**src/sv/tpry_pkg.sv**
```systemverilog
`timescale 1ns / 1ps
// Package for the tile pad RGB to YUV block: types, codes and coefficients.
// Used by the controller, the datapath and the top level; depends on nothing.
package tpry_pkg;

  localparam int TILE_SIZE_DEF = 64;
  localparam int POS_W         = 6;
  localparam int CFG_W         = 7;

  localparam int signed C_Y_R = 19595;
  localparam int signed C_Y_G = 38470;
  localparam int signed C_Y_B = 7471;
  localparam int signed C_U_R = -11071;
  localparam int signed C_U_G = -21736;
  localparam int signed C_U_B = 32807;
  localparam int signed C_V_R = 32756;
  localparam int signed C_V_G = -27429;
  localparam int signed C_V_B = -5327;
  localparam int CHROMA_OFS   = 128;
  localparam int FRAC_BITS    = 16;

  localparam int PROD_W = 25;
  localparam int SUM_W  = 27;

  typedef enum logic [1:0] {
    BO_BGRA = 2'd0,
    BO_RGBA = 2'd1,
    BO_BGR  = 2'd2,
    BO_RGB  = 2'd3
  } byte_order_t;

  typedef enum logic [1:0] {
    CFG_BYTE_ORDER   = 2'd0,
    CFG_VALID_WIDTH  = 2'd1,
    CFG_VALID_HEIGHT = 2'd2
  } cfg_index_t;

  typedef enum logic [2:0] {
    ST_IDLE,
    ST_CONV1,
    ST_CONV2,
    ST_SRC_SEND,
    ST_PAD_READ,
    ST_PAD_SEND,
    ST_REJECT
  } ctrl_state_t;

  typedef enum logic [1:0] {
    SEL_SRC,
    SEL_PAD,
    SEL_REJ
  } out_sel_t;

  typedef struct packed {
    logic             capture;
    logic             out_load;
    out_sel_t         out_sel;
    logic [POS_W-1:0] column;
    logic [POS_W-1:0] row;
    logic             run_end;
    logic             tile_end;
    logic             mem_we;
    logic             rd_en;
    logic [POS_W-1:0] rd_addr;
  } dp_cmd_t;

  typedef struct packed {
    logic out_free;
  } dp_status_t;

endpackage

```
**src/sv/tpry_in_if.sv**
```systemverilog
`timescale 1ns / 1ps
// Input channel of the tile pad RGB to YUV block: one source pixel or pad-row request.
// Stand-alone; no package needed.
interface tpry_in_if;
  logic        valid;
  logic        ready;
  logic        action;
  logic [31:0] pixel_word;

  modport source (output valid, action, pixel_word, input ready);
  modport sink (input valid, action, pixel_word, output ready);
endinterface

```
**src/sv/tpry_out_if.sv**
```systemverilog
`timescale 1ns / 1ps
// Result channel of the tile pad RGB to YUV block: one converted tile pixel.
// Stand-alone; no package needed.
interface tpry_out_if;
  logic       valid;
  logic       ready;
  logic [7:0] luma;
  logic [7:0] blue_diff;
  logic [7:0] red_diff;
  logic [7:0] alpha;
  logic [5:0] column;
  logic [5:0] row;
  logic       run_end;
  logic       tile_end;
  logic       rejected;

  modport source (output valid, luma, blue_diff, red_diff, alpha, column, row,
                  run_end, tile_end, rejected, input ready);
  modport sink (input valid, luma, blue_diff, red_diff, alpha, column, row,
                run_end, tile_end, rejected, output ready);
endinterface

```
**src/sv/tpry_ctrl.sv**
```systemverilog
`timescale 1ns / 1ps
// Controller of the tile pad RGB to YUV block: sequencing, tile position counters.
// Depends on tpry_pkg.
module tpry_ctrl #(
  parameter int TILE_SIZE = tpry_pkg::TILE_SIZE_DEF
) (
  input  logic                       clk,
  input  logic                       rst_n,
  input  logic                       in_valid,
  input  logic                       in_action,
  output logic                       in_ready,
  input  logic [tpry_pkg::CFG_W-1:0] valid_width,
  input  logic [tpry_pkg::CFG_W-1:0] valid_height,
  output tpry_pkg::dp_cmd_t          cmd,
  input  tpry_pkg::dp_status_t       status
);
  import tpry_pkg::*;

  localparam int CW = $clog2(TILE_SIZE);
  localparam logic [CW-1:0]    LAST     = CW'(TILE_SIZE - 1);
  localparam logic [CFG_W-1:0] TILE_CFG = CFG_W'(TILE_SIZE);

  ctrl_state_t    state_r, state_nxt;
  logic [CW-1:0]  col_r, col_nxt;
  logic [CW-1:0]  row_r, row_nxt;
  logic [CW-1:0]  cnt_r, cnt_nxt;
  logic [CW-1:0]  end_r, end_nxt;
  logic           done_r, done_nxt;
  logic [CFG_W-1:0] eff_w, eff_h;
  logic           ok;
  logic           row_fills;
  logic [CW-1:0]  row_inc;

  always_comb begin
    if (valid_width == '0) begin
      eff_w = CFG_W'(1);
    end else if (valid_width > TILE_CFG) begin
      eff_w = TILE_CFG;
    end else begin
      eff_w = valid_width;
    end
    if (valid_height == '0) begin
      eff_h = CFG_W'(1);
    end else if (valid_height > TILE_CFG) begin
      eff_h = TILE_CFG;
    end else begin
      eff_h = valid_height;
    end
  end

  assign row_inc   = (row_r == LAST) ? '0 : row_r + CW'(1);
  assign row_fills = (CFG_W'(col_r) + CFG_W'(1)) >= eff_w;

  always_comb begin
    if (!in_action) begin
      ok = (col_r != '0) || (CFG_W'(row_r) < eff_h);
    end else begin
      ok = (col_r == '0) && (CFG_W'(row_r) >= eff_h);
    end
  end

  always_ff @(posedge clk) begin
    if (!rst_n) begin
      state_r <= ST_IDLE;
      col_r   <= '0;
      row_r   <= '0;
      cnt_r   <= '0;
      end_r   <= '0;
      done_r  <= 1'b0;
    end else begin
      state_r <= state_nxt;
      col_r   <= col_nxt;
      row_r   <= row_nxt;
      cnt_r   <= cnt_nxt;
      end_r   <= end_nxt;
      done_r  <= done_nxt;
    end
  end

  always_comb begin
    state_nxt = state_r;
    col_nxt   = col_r;
    row_nxt   = row_r;
    cnt_nxt   = cnt_r;
    end_nxt   = end_r;
    done_nxt  = done_r;
    in_ready  = 1'b0;
    cmd       = '0;
    cmd.out_sel = SEL_REJ;

    case (state_r)
      ST_IDLE: begin
        in_ready = 1'b1;
        if (in_valid) begin
          cmd.capture = 1'b1;
          if (!ok) begin
            state_nxt = ST_REJECT;
          end else if (in_action) begin
            cnt_nxt   = '0;
            state_nxt = ST_PAD_READ;
          end else begin
            cnt_nxt   = col_r;
            done_nxt  = row_fills;
            end_nxt   = row_fills ? LAST : col_r;
            state_nxt = ST_CONV1;
          end
        end
      end
      ST_CONV1: begin
        state_nxt = ST_CONV2;
      end
      ST_CONV2: begin
        state_nxt = ST_SRC_SEND;
      end
      ST_SRC_SEND: begin
        cmd.out_sel  = SEL_SRC;
        cmd.column   = POS_W'(cnt_r);
        cmd.row      = POS_W'(row_r);
        cmd.run_end  = (cnt_r == end_r);
        cmd.tile_end = (cnt_r == LAST) && (row_r == LAST);
        if (status.out_free) begin
          cmd.out_load = 1'b1;
          cmd.mem_we   = 1'b1;
          if (cnt_r == end_r) begin
            state_nxt = ST_IDLE;
            if (done_r) begin
              col_nxt = '0;
              row_nxt = row_inc;
            end else begin
              col_nxt = col_r + CW'(1);
            end
          end else begin
            cnt_nxt = cnt_r + CW'(1);
          end
        end
      end
      ST_PAD_READ: begin
        cmd.rd_en   = 1'b1;
        cmd.rd_addr = '0;
        state_nxt   = ST_PAD_SEND;
      end
      ST_PAD_SEND: begin
        cmd.out_sel  = SEL_PAD;
        cmd.column   = POS_W'(cnt_r);
        cmd.row      = POS_W'(row_r);
        cmd.run_end  = (cnt_r == LAST);
        cmd.tile_end = (cnt_r == LAST) && (row_r == LAST);
        if (status.out_free) begin
          cmd.out_load = 1'b1;
          if (cnt_r == LAST) begin
            state_nxt = ST_IDLE;
            row_nxt   = row_inc;
          end else begin
            cnt_nxt     = cnt_r + CW'(1);
            cmd.rd_en   = 1'b1;
            cmd.rd_addr = POS_W'(cnt_r + CW'(1));
          end
        end
      end
      ST_REJECT: begin
        cmd.run_end = 1'b1;
        if (status.out_free) begin
          cmd.out_load = 1'b1;
          state_nxt    = ST_IDLE;
        end
      end
      default: begin
        state_nxt = ST_IDLE;
      end
    endcase
  end

endmodule

```
**src/sv/tpry_datapath.sv**
```systemverilog
`timescale 1ns / 1ps
// Datapath of the tile pad RGB to YUV block: colour conversion pipeline, line store
// and result register. Depends on tpry_pkg.
module tpry_datapath #(
  parameter int TILE_SIZE = tpry_pkg::TILE_SIZE_DEF
) (
  input  logic                 clk,
  input  logic                 rst_n,
  input  logic [31:0]          in_pixel_word,
  input  tpry_pkg::byte_order_t byte_order,
  input  tpry_pkg::dp_cmd_t    cmd,
  output tpry_pkg::dp_status_t status,
  output logic                 out_valid,
  input  logic                 out_ready,
  output logic [7:0]           out_luma,
  output logic [7:0]           out_blue_diff,
  output logic [7:0]           out_red_diff,
  output logic [7:0]           out_alpha,
  output logic [5:0]           out_column,
  output logic [5:0]           out_row,
  output logic                 out_run_end,
  output logic                 out_tile_end,
  output logic                 out_rejected
);
  import tpry_pkg::*;

  localparam int CW = $clog2(TILE_SIZE);
  localparam logic signed [SUM_W-1:0] OFS = SUM_W'(CHROMA_OFS <<< FRAC_BITS);

  logic [31:0] word_r;
  logic signed [PROD_W-1:0] prod_r [9];
  logic signed [PROD_W-1:0] prod_nxt [9];
  logic [7:0]  alpha_r, alpha_nxt;
  logic [31:0] pix_r, pix_nxt;
  logic [31:0] mem [TILE_SIZE];
  logic [31:0] rd_data_r;
  logic        out_valid_r;
  logic [31:0] out_pix_r;
  logic [5:0]  out_col_r, out_row_r;
  logic        out_run_end_r, out_tile_end_r, out_rej_r;
  logic signed [8:0] r, g, b;
  logic signed [SUM_W-1:0] sum_y, sum_u, sum_v;
  logic [31:0] sel_pix;

  function automatic logic [7:0] clamp8(input logic signed [SUM_W-1:0] s);
    logic [SUM_W-FRAC_BITS-1:0] q;
    q = s[SUM_W-1:FRAC_BITS];
    return (q > (SUM_W-FRAC_BITS)'(255)) ? 8'hFF : q[7:0];
  endfunction

  always_comb begin
    g = $signed({1'b0, word_r[15:8]});
    if (byte_order inside {BO_BGRA, BO_BGR}) begin
      b = $signed({1'b0, word_r[7:0]});
      r = $signed({1'b0, word_r[23:16]});
    end else begin
      r = $signed({1'b0, word_r[7:0]});
      b = $signed({1'b0, word_r[23:16]});
    end
    alpha_nxt = (byte_order inside {BO_BGR, BO_RGB}) ? 8'd0 : word_r[31:24];
    prod_nxt[0] = PROD_W'(r * C_Y_R);
    prod_nxt[1] = PROD_W'(g * C_Y_G);
    prod_nxt[2] = PROD_W'(b * C_Y_B);
    prod_nxt[3] = PROD_W'(r * C_U_R);
    prod_nxt[4] = PROD_W'(g * C_U_G);
    prod_nxt[5] = PROD_W'(b * C_U_B);
    prod_nxt[6] = PROD_W'(r * C_V_R);
    prod_nxt[7] = PROD_W'(g * C_V_G);
    prod_nxt[8] = PROD_W'(b * C_V_B);
  end

  always_comb begin
    sum_y = SUM_W'(prod_r[0]) + SUM_W'(prod_r[1]) + SUM_W'(prod_r[2]);
    sum_u = SUM_W'(prod_r[3]) + SUM_W'(prod_r[4]) + SUM_W'(prod_r[5]) + OFS;
    sum_v = SUM_W'(prod_r[6]) + SUM_W'(prod_r[7]) + SUM_W'(prod_r[8]) + OFS;
    pix_nxt = {alpha_r, clamp8(sum_v), clamp8(sum_u), clamp8(sum_y)};
  end

  always_ff @(posedge clk) begin
    if (cmd.capture) begin
      word_r <= in_pixel_word;
    end
    prod_r  <= prod_nxt;
    alpha_r <= alpha_nxt;
    pix_r   <= pix_nxt;
  end

  always_ff @(posedge clk) begin
    if (cmd.mem_we) begin
      mem[cmd.column[CW-1:0]] <= pix_r;
    end
    if (cmd.rd_en) begin
      rd_data_r <= mem[cmd.rd_addr[CW-1:0]];
    end
  end

  always_comb begin
    case (cmd.out_sel)
      SEL_SRC: sel_pix = pix_r;
      SEL_PAD: sel_pix = rd_data_r;
      default: sel_pix = '0;
    endcase
  end

  assign status.out_free = !out_valid_r || out_ready;

  always_ff @(posedge clk) begin
    if (!rst_n) begin
      out_valid_r <= 1'b0;
    end else if (cmd.out_load) begin
      out_valid_r <= 1'b1;
    end else if (out_ready) begin
      out_valid_r <= 1'b0;
    end
  end

  always_ff @(posedge clk) begin
    if (cmd.out_load) begin
      out_pix_r      <= sel_pix;
      out_col_r      <= cmd.column;
      out_row_r      <= cmd.row;
      out_run_end_r  <= cmd.run_end;
      out_tile_end_r <= cmd.tile_end;
      out_rej_r      <= (cmd.out_sel == SEL_REJ);
    end
  end

  assign out_valid     = out_valid_r;
  assign out_luma      = out_pix_r[7:0];
  assign out_blue_diff = out_pix_r[15:8];
  assign out_red_diff  = out_pix_r[23:16];
  assign out_alpha     = out_pix_r[31:24];
  assign out_column    = out_col_r;
  assign out_row       = out_row_r;
  assign out_run_end   = out_run_end_r;
  assign out_tile_end  = out_tile_end_r;
  assign out_rejected  = out_rej_r;

endmodule

```
**src/sv/tile_pad_rgb_to_yuv.sv**
```systemverilog
`timescale 1ns / 1ps
// Tile pad RGB to YUV: top level. A source pixel request passes the input word, product and
// pixel registers before its first result loads, then loads one result a cycle while the
// result register is free; a pad-row request first reads the line store, a rejected one loads
// a single rejected result. The rate is set by the controller, which handles one request at a
// time, and by the line store's single read port. Synchronous active-low reset clears the
// counters and out_valid, restores the default configuration; the line store is not cleared.
module tile_pad_rgb_to_yuv #(
  parameter int TILE_SIZE = tpry_pkg::TILE_SIZE_DEF
) (
  input  logic                       clk,
  input  logic                       rst_n,
  tpry_in_if.sink                    in_chan,
  tpry_out_if.source                 out_chan,
  input  logic                       cfg_we,
  input  logic [1:0]                 cfg_index,
  input  logic [tpry_pkg::CFG_W-1:0] cfg_wdata
);
  import tpry_pkg::*;

  byte_order_t      byte_order_r;
  logic [CFG_W-1:0] valid_width_r;
  logic [CFG_W-1:0] valid_height_r;
  dp_cmd_t          cmd;
  dp_status_t       status;

  always_ff @(posedge clk) begin
    if (!rst_n) begin
      byte_order_r   <= BO_BGRA;
      valid_width_r  <= CFG_W'(64);
      valid_height_r <= CFG_W'(64);
    end else if (cfg_we) begin
      case (cfg_index)
        CFG_BYTE_ORDER:   byte_order_r   <= byte_order_t'(cfg_wdata[1:0]);
        CFG_VALID_WIDTH:  valid_width_r  <= cfg_wdata;
        CFG_VALID_HEIGHT: valid_height_r <= cfg_wdata;
        default: ;
      endcase
    end
  end

  tpry_ctrl #(
    .TILE_SIZE(TILE_SIZE)
  ) u_ctrl (
    .clk         (clk),
    .rst_n       (rst_n),
    .in_valid    (in_chan.valid),
    .in_action   (in_chan.action),
    .in_ready    (in_chan.ready),
    .valid_width (valid_width_r),
    .valid_height(valid_height_r),
    .cmd         (cmd),
    .status      (status)
  );

  tpry_datapath #(
    .TILE_SIZE(TILE_SIZE)
  ) u_datapath (
    .clk          (clk),
    .rst_n        (rst_n),
    .in_pixel_word(in_chan.pixel_word),
    .byte_order   (byte_order_r),
    .cmd          (cmd),
    .status       (status),
    .out_valid    (out_chan.valid),
    .out_ready    (out_chan.ready),
    .out_luma     (out_chan.luma),
    .out_blue_diff(out_chan.blue_diff),
    .out_red_diff (out_chan.red_diff),
    .out_alpha    (out_chan.alpha),
    .out_column   (out_chan.column),
    .out_row      (out_chan.row),
    .out_run_end  (out_chan.run_end),
    .out_tile_end (out_chan.tile_end),
    .out_rejected (out_chan.rejected)
  );

endmodule
```
**src/flat_wrapper.sv**
```systemverilog
// flat-port wrapper written by rule: the top's interface ports become plain ports
module tile_pad_rgb_to_yuv_flat import tpry_pkg::*;
#(
  parameter int TILE_SIZE = tpry_pkg::TILE_SIZE_DEF
)
  (clk, rst_n, cfg_we, cfg_index, cfg_wdata, in_chan_valid, in_chan_action, in_chan_pixel_word, in_chan_ready, out_chan_valid, out_chan_luma, out_chan_blue_diff, out_chan_red_diff, out_chan_alpha, out_chan_column, out_chan_row, out_chan_run_end, out_chan_tile_end, out_chan_rejected, out_chan_ready);
  tpry_in_if in_chan_i ();
  tpry_out_if out_chan_i ();
  input  logic clk;
  input  logic rst_n;
  input  logic cfg_we;
  input  logic [1:0] cfg_index;
  input  logic [tpry_pkg::CFG_W-1:0] cfg_wdata;
  input wire logic [$bits(in_chan_i.valid)-1:0] in_chan_valid;
  input wire logic [$bits(in_chan_i.action)-1:0] in_chan_action;
  input wire logic [$bits(in_chan_i.pixel_word)-1:0] in_chan_pixel_word;
  output wire logic [$bits(in_chan_i.ready)-1:0] in_chan_ready;
  output wire logic [$bits(out_chan_i.valid)-1:0] out_chan_valid;
  output wire logic [$bits(out_chan_i.luma)-1:0] out_chan_luma;
  output wire logic [$bits(out_chan_i.blue_diff)-1:0] out_chan_blue_diff;
  output wire logic [$bits(out_chan_i.red_diff)-1:0] out_chan_red_diff;
  output wire logic [$bits(out_chan_i.alpha)-1:0] out_chan_alpha;
  output wire logic [$bits(out_chan_i.column)-1:0] out_chan_column;
  output wire logic [$bits(out_chan_i.row)-1:0] out_chan_row;
  output wire logic [$bits(out_chan_i.run_end)-1:0] out_chan_run_end;
  output wire logic [$bits(out_chan_i.tile_end)-1:0] out_chan_tile_end;
  output wire logic [$bits(out_chan_i.rejected)-1:0] out_chan_rejected;
  input wire logic [$bits(out_chan_i.ready)-1:0] out_chan_ready;
  assign in_chan_i.valid = in_chan_valid;
  assign in_chan_i.action = in_chan_action;
  assign in_chan_i.pixel_word = in_chan_pixel_word;
  assign in_chan_ready = in_chan_i.ready;
  assign out_chan_valid = out_chan_i.valid;
  assign out_chan_luma = out_chan_i.luma;
  assign out_chan_blue_diff = out_chan_i.blue_diff;
  assign out_chan_red_diff = out_chan_i.red_diff;
  assign out_chan_alpha = out_chan_i.alpha;
  assign out_chan_column = out_chan_i.column;
  assign out_chan_row = out_chan_i.row;
  assign out_chan_run_end = out_chan_i.run_end;
  assign out_chan_tile_end = out_chan_i.tile_end;
  assign out_chan_rejected = out_chan_i.rejected;
  assign out_chan_i.ready = out_chan_ready;
  tile_pad_rgb_to_yuv #(.TILE_SIZE(TILE_SIZE)) u_core (.clk(clk), .rst_n(rst_n), .in_chan(in_chan_i), .out_chan(out_chan_i), .cfg_we(cfg_we), .cfg_index(cfg_index), .cfg_wdata(cfg_wdata));
endmodule
```
**config.mk**
```make
export PLATFORM = sky130hd
export DESIGN_NAME = tile_pad_rgb_to_yuv_flat
export DESIGN_NICKNAME = d
export VERILOG_FILES = /design/src/sv/tpry_pkg.sv /design/src/sv/tpry_in_if.sv /design/src/sv/tpry_out_if.sv /design/src/sv/tpry_ctrl.sv /design/src/sv/tpry_datapath.sv /design/src/sv/tile_pad_rgb_to_yuv.sv /design/src/flat_wrapper.sv
export SDC_FILE = /design/constraint.sdc
export NUM_CORES = 2
export LEC_CHECK = 0
export BUFFER_PORTS_ARGS = -buffer_cell sky130_fd_sc_hd__buf_2
export CAP_MARGIN = 5
export CELL_PAD_IN_SITES_DETAIL_PLACEMENT = 0
export CELL_PAD_IN_SITES_GLOBAL_PLACEMENT = 1
export CORE_MARGIN = 10
export CORE_UTILIZATION = 48
export CTS_BUF_LIST = sky130_fd_sc_hd__clkbuf_4 sky130_fd_sc_hd__clkbuf_8 sky130_fd_sc_hd__clkbuf_16
export CTS_CLUSTER_DIAMETER = 200
export DETAILED_ROUTE_END_ITERATION = 8
export PLACE_DENSITY = 0.81
export SETUP_SLACK_MARGIN = 0.15
export SLEW_MARGIN = 20
export SYNTH_ARGS = -nofsm -noshare
export SYNTH_HDL_FRONTEND = slang
export SYNTH_SLANG_ARGS = --single-unit
```
**constraint.sdc**
```tcl
create_clock -name clk -period 6.14 [get_ports clk]
set_input_delay 0.614 -clock clk [delete_from_list [all_inputs] [get_ports clk]]
set_output_delay 0.614 -clock clk [all_outputs]
set_load 0.01 [all_outputs]
```
* Word level (Yosys, flattened, before mapping)
Memories as Yosys holds them, arrays and structs flattened. A register that Yosys moved wholly into a read port is not among the register bits.
Index checks and enable logic that the tools add are counted.
Widths: inputs -> output; s select.
** Word-level totals
- Register bits :: 375
- Memories kept :: 1
- Input port bits :: 47
- RAM bits :: 2048
- Output and inout bits :: 49
** Cells by class
- Reductions and logical operators :: 28
- Equal/unequal tests :: 25
- Muxes and demuxes :: 49
- Bitwise gates (word level) :: 1
- Add/subtract/negate cells :: 12
- $mul :: 9
- Magnitude comparators :: 8
** Memories
- u_core.u_datapath.mem :: words 64, width 32, rd ports 1, clocked after memory_dff 1, write ports 1, RTL line tpry_datapath.sv:35 : logic [31:0] mem [TILE_SIZE];
** Operators with widths (number)
- $mux 6 :: 15
- $pmux 32 s2 :: 1
- $add 27x25->27 const B :: 2
- $add 25x25->26 :: 2
- $mul 9x16->25 const B :: 2
- $mul 9x14->23 const B :: 2
- $mux 7 :: 6
- $gt 11x8->1 const B :: 3
- $pmux 14 s2 :: 1
- $add 26x22->27 :: 1
- $add 26x23->27 :: 1
- $add 26x25->27 :: 1
- $add 24x25->26 :: 1
- $mul 9x17->25 const B :: 1
- $mul 9x15->24 const B :: 1
- $mux 3 :: 8
- $mul 8x15->23 const B :: 1
- $mul 9x13->22 const B :: 1
- $mul 8x13->21 const B :: 1
- $pmux 3 s7 :: 1
- $add 6x1->6 const B :: 3
- $pmux 6 s3 :: 1
- $mux 8 :: 2
- $gt 7x7->1 const B :: 2
- 35 further kinds :: 72

* Depth between registers and ports, before layout
- Depth after elaboration :: 9
- Gate-level depth with buffers :: 21

* Modules after synthesis
A second synthesis with hierarchy kept.
** Second synthesis, totals
- Cell total of the unflattened synthesis :: 6083
- Area, all modules :: 109343.6 um2
** Modules (own cells, without submodules)
- tpry_datapath :: instances 1, seq. area each 69456.6 um2, cells each 5713, area an instance 106385.8 um2
- tpry_ctrl :: instances 1, seq. area each 560.5 um2, cells each 308, area an instance 2332.2 um2
- tile_pad_rgb_to_yuv :: instances 1, seq. area each 320.3 um2, cells each 62, area an instance 625.6 um2

* Worst setup path after synthesis
OpenSTA, ideal clock, no wires.
- Kind :: register to register
- Start :: register u_core.byte_order_r[0]
- End :: register u_core.u_datapath.prod_r[72] (netlist bit)
- Required time :: 6.068 ns
- Period minus slack after synthesis :: 5.862 ns
- Path buffers :: 2
- Slack :: 0.278 ns
- Stages on the path, launching flop included :: 22
- Data arrival time :: 5.790 ns
- Setup time :: 0.072 ns
- Cell sequence :: dfxtp_1 > clkbuf_1 > clkbuf_1 > mux2_2 > fa_1 > inv_1 > fa_1 > inv_1 > ha_1 > inv_1 > fa_1 > inv_1 > ha_1 > a21o_1 > a21oi_1 > nor2b_1 > o41ai_1 > o21ai_0 > o41ai_1 > o211ai_1 > a21oi_1 > xnor2_1
** RTL lines
- from (decl) :: RTL line tile_pad_rgb_to_yuv.sv:21 : byte_order_t byte_order_r;
- from (signal assigned) :: RTL line tile_pad_rgb_to_yuv.sv:34 : CFG_BYTE_ORDER: byte_order_r <= byte_order_t'(cfg_wdata[1:0]);
- to (signal assigned) :: RTL line tpry_datapath.sv:83 : prod_r <= prod_nxt;
- to (decl) :: RTL line tpry_datapath.sv:31 : logic signed [PROD_W-1:0] prod_r [9];

==> results.md <==
- Syn nets: 8838
- CP required: 6.90 ns
- Setup Skew: 0.1041 ns
- Die area: 249700 um2
- P_leak: 0.04582 uW
- Synth cell types: 86
- Nature of the critical path startpoint: flip-flop
- Initial Utilization: 48.14%
- Clk root buf: clkbuf_16
- Clock Power Share: 23.2%
- # rows: 176
- Switching share of power: 36.59%
- Reg2Reg Launch Point: u_core.byte_order_r[0]
- Mapped Area: 110500 um2
- #FFs+latches synth: 2434
- Setup tns final: 0 ns
- First-pass GRT wire length: 435200 um
- Setup CP Type: flip-flop to flip-flop
- Port-buffer cells: 95
- Sequential share of power: 32.8%
- GRT overflow: 0
- Fmax: 0.1794 GHz
- Hold Crit Start: in_chan_action
- R2R Path End: u_core.u_datapath.prod_r[170]
- TritonCTS buffer count: 239
- Placed standard-cell area: 115700 um2
- Syn Area/Cell: 13.85 um2
- Antenna viol nets, final: 0
- Layout cells sized above 1: 10.87%
- Syn Inst Count: 7973
- Detailed Route WL: 294200 um
- Slew Limit Fails: 0
- Initial antenna violation count: 9
- Status: complete, no violations
- Pwr per Cell Area: 509.5 nW/um2
- Iter 0 DRT Violations: 8035
- Worst R2R Path Depth: 19
- Yosys warning count: 0
- Maximum vdd drop: 798.3 uV
- Maxcap violations: 0
- Unrepaired setup endpoints after global routing: no
- Largest net degree at the start of global routing: 143
- Core area: 229500 um2
- Die Y: 499.7 um
- CTS tree: done
- Fraction of registers with async set or reset after synthesis: 0%
- Clock transition at the registers of the reported paths: 0.06 ns
- Via count: 67.95k
- DRT Pass-1 Iters: 8
- Clk buf depth: 3
- Final Cycle Share: 90.79%
- Worst Tran Pin Value: 1.191 ns
- Rel. slew slack: 20.59%
- Overall routing resource usage: 22.96%
- Crit end category: flip-flop
- Die W: 499.7 um
- Area growth from synthesis to layout: 12.50%
- Final nets: 9026
- WL/cell: 25.83 um
- Design area: 124300 um2
- Psw: 23170 uW
- Detail Placement HPWL: 181800 um
- R2R Setup Slk: 0.57 ns
- Combinational power share: 44.0%
- CTS H-Tree Depth: 4
- Hold Crit Class: input pin to flip-flop
- Seq/Total Area, Yosys: 63.68%
- WP data arrival: 6.33 ns
- # fillers: 18.45k
- Top Ports: 96
- Crit Path Max Fanout: 15
- # setup viols final: 0
- Dominant synthesized flop cell: edfxtp_1
- Via density: 5.966
- DRC errors left: 0
- GPL Wtd Cong: 0.8897
- Cell internal pwr: 40150 uW
- Hold Violations, Final: 0
- Clock Sinks: 2434
- Minimum clock period: 5.574 ns
- Vias in the first global route: 67.38k
- Min-Delay Endpoint: u_core.u_ctrl.cnt_r[0]
- Worst skew pair latency: 0.91 ns
- Worst Hold Path Cells: 3
- Post-synth EDFFs: 2159
## timing repair
| item | CTS | global route |
|---|---|---|
| buffers inserted | 0 | 0 |
| endpoints found under the setup margin | 0 | 4 |
| endpoints found under the hold margin | 44 | 0 |
| hold buffers | 38 | 0 |
| gates resized for setup | 0 | 2 |
## state kept, by name, indices dropped and copies added (netlist names), 7 cells and up
name                         cells
u_core.u_datapath.rd_data_r     32
u_core.u_datapath.prod_r       190
u_core.u_datapath.word_r        32
u_core.valid_height_r            7
u_core.u_datapath.mem         2048
u_core.valid_width_r             7
u_core.u_datapath.alpha_r        8
u_core.u_datapath.out_pix_r     32
u_core.u_datapath.pix_r         32
## cell usage in the layout, fill, tap and decap left out, types with 57 or more instances in the layout
cell	n
a21oi_1	190
a221oi_1	62
a31oi_1	183
buf_2	95
buf_4	193
clkbuf_16	246
dfxtp_1	242
edfxtp_1	2159
fa_1	274
ha_1	544
inv_1	663
mux2i_1	377
nand2_1	619
nand3_1	249
nor2_1	179
nor2_4	66
nor3_1	78
o211ai_1	119
o21ai_0	270
o21ai_1	57
o221ai_1	378
o22ai_1	70
xnor2_1	127
## metal layers
layer,part of all wire [%],track usage [%]
met3,9.3,4.811
met5,0,0
met4,4.3,9.190
met1,40,31.23
met2,46,36.16
## power by group through the flow
stage	clock network (uW)	registers, uW	logic [uW]
finish	14700	20800	27900
global route	15500	20800	31500
CTS	14800	20800	27800
detailed placement	0	21200	27500
global placement	0	21100	27000
floorplan	0	21200	20200
## layout make-up
cell class | count | area [um2] | area share [%]
diodes | 2 | 5.005 | 0.004028
clock buffers | 305 | 6661 | 5.361
clock inverters | 136 | 1319 | 1.061
inverters | 665 | 2504 | 2.015
multi-input cells | 4456 | 36490 | 29.36
flip-flops and latches | 2434 | 70380 | 56.64
well taps | 3026 | 3786 | 3.047
repair buffers | 365 | 3123 | 2.513
## kinds of logic after synthesis
| kind of cell | synth area share (%) |
|---|---|
| DFF | 63.68 |
| AOI/OAI and AO/OA | 10.45 |
| buffers and inverters | 3.819 |
| and+or+nand+nor | 5.758 |
| adders and majority gates | 11.13 |
| muxes | 3.722 |
| xor gates and xnor gates | 1.443 |
## how the worst max path moves through the flow
stage,from,endpoint,slack (ns),cells after the start
2_1_floorplan,u_core.byte_order_r[0],u_core.u_datapath.prod_r[72],0.28,21
3_3_place_gp,u_core.byte_order_r[0],u_core.u_datapath.prod_r[170],0.45,19
3_5_place_dp,u_core.byte_order_r[0],u_core.u_datapath.prod_r[170],0.41,19
4_1_cts,u_core.byte_order_r[0],u_core.u_datapath.prod_r[170],0.29,19
5_1_grt,u_core.byte_order_r[0],u_core.u_datapath.prod_r[170],0.20,19
6_report,u_core.byte_order_r[0],u_core.u_datapath.prod_r[170],0.57,19
## critical path: stages (launching register included)
cell      delay, ns
dfxtp_1        0.44
buf_4          0.29
mux2_2         0.52
xnor2_1        0.50
xnor2_1        0.25
xnor2_1        0.25
ha_1           0.29
fa_1           0.51
inv_1          0.05
fa_1           0.48
inv_1          0.04
ha_1           0.21
nor3_1         0.18
o21a_1         0.14
nor3_1         0.06
a41o_1         0.26
o41ai_2        0.41
o311ai_0       0.23
a21oi_1        0.24
xnor2_1        0.15
## cell usage after synthesis, drive strengths merged, types with 23 or more instances
library cell  instances  area (um2)
o22ai                70       437.9
a21oi               191       959.7
o21a                 25       187.7
xnor2               127        1112
fa                  274        5485
a211oi               28       215.2
dfxtp               275        5505
edfxtp             2159       64830
nor2                247       929.7
o211ai              120       905.9
buf                 145       695.7
a21o                 55       412.9
o221ai              378        3311
ha                  544        6807
nor2b                42       262.8
o21bai               24       180.2
mux2i               377        3774
and3                 45       281.5
nand3               252        1266
o21ai               327        1637
a31oi               183        1145
xor2                 55       481.7
inv                 664        2492
and2                 23       143.9
nor3                 79       400.4
nand2               620        2327
o22a                 25       219.0
a22o                 35       306.5
clkbuf              273        1026
a221oi               62       543.0
## through the flow
stage                     total power, uW  util, %  hold slack (ns)  setup WS [ns]  instances
after floorplan                     41340        -           0.3096         0.2783       7973
after CTS                           63420    54.08          0.06865         0.2913      11380
final                               63310    54.16           0.1343         0.5656      11390
after detailed placement            48640    50.43           0.3120         0.4140      10900
after global routing                67870    54.16           0.1427         0.2045      11390
after global placement              48170    50.37           0.3120         0.4475      10900
Power figures use the tool's default switching activity.
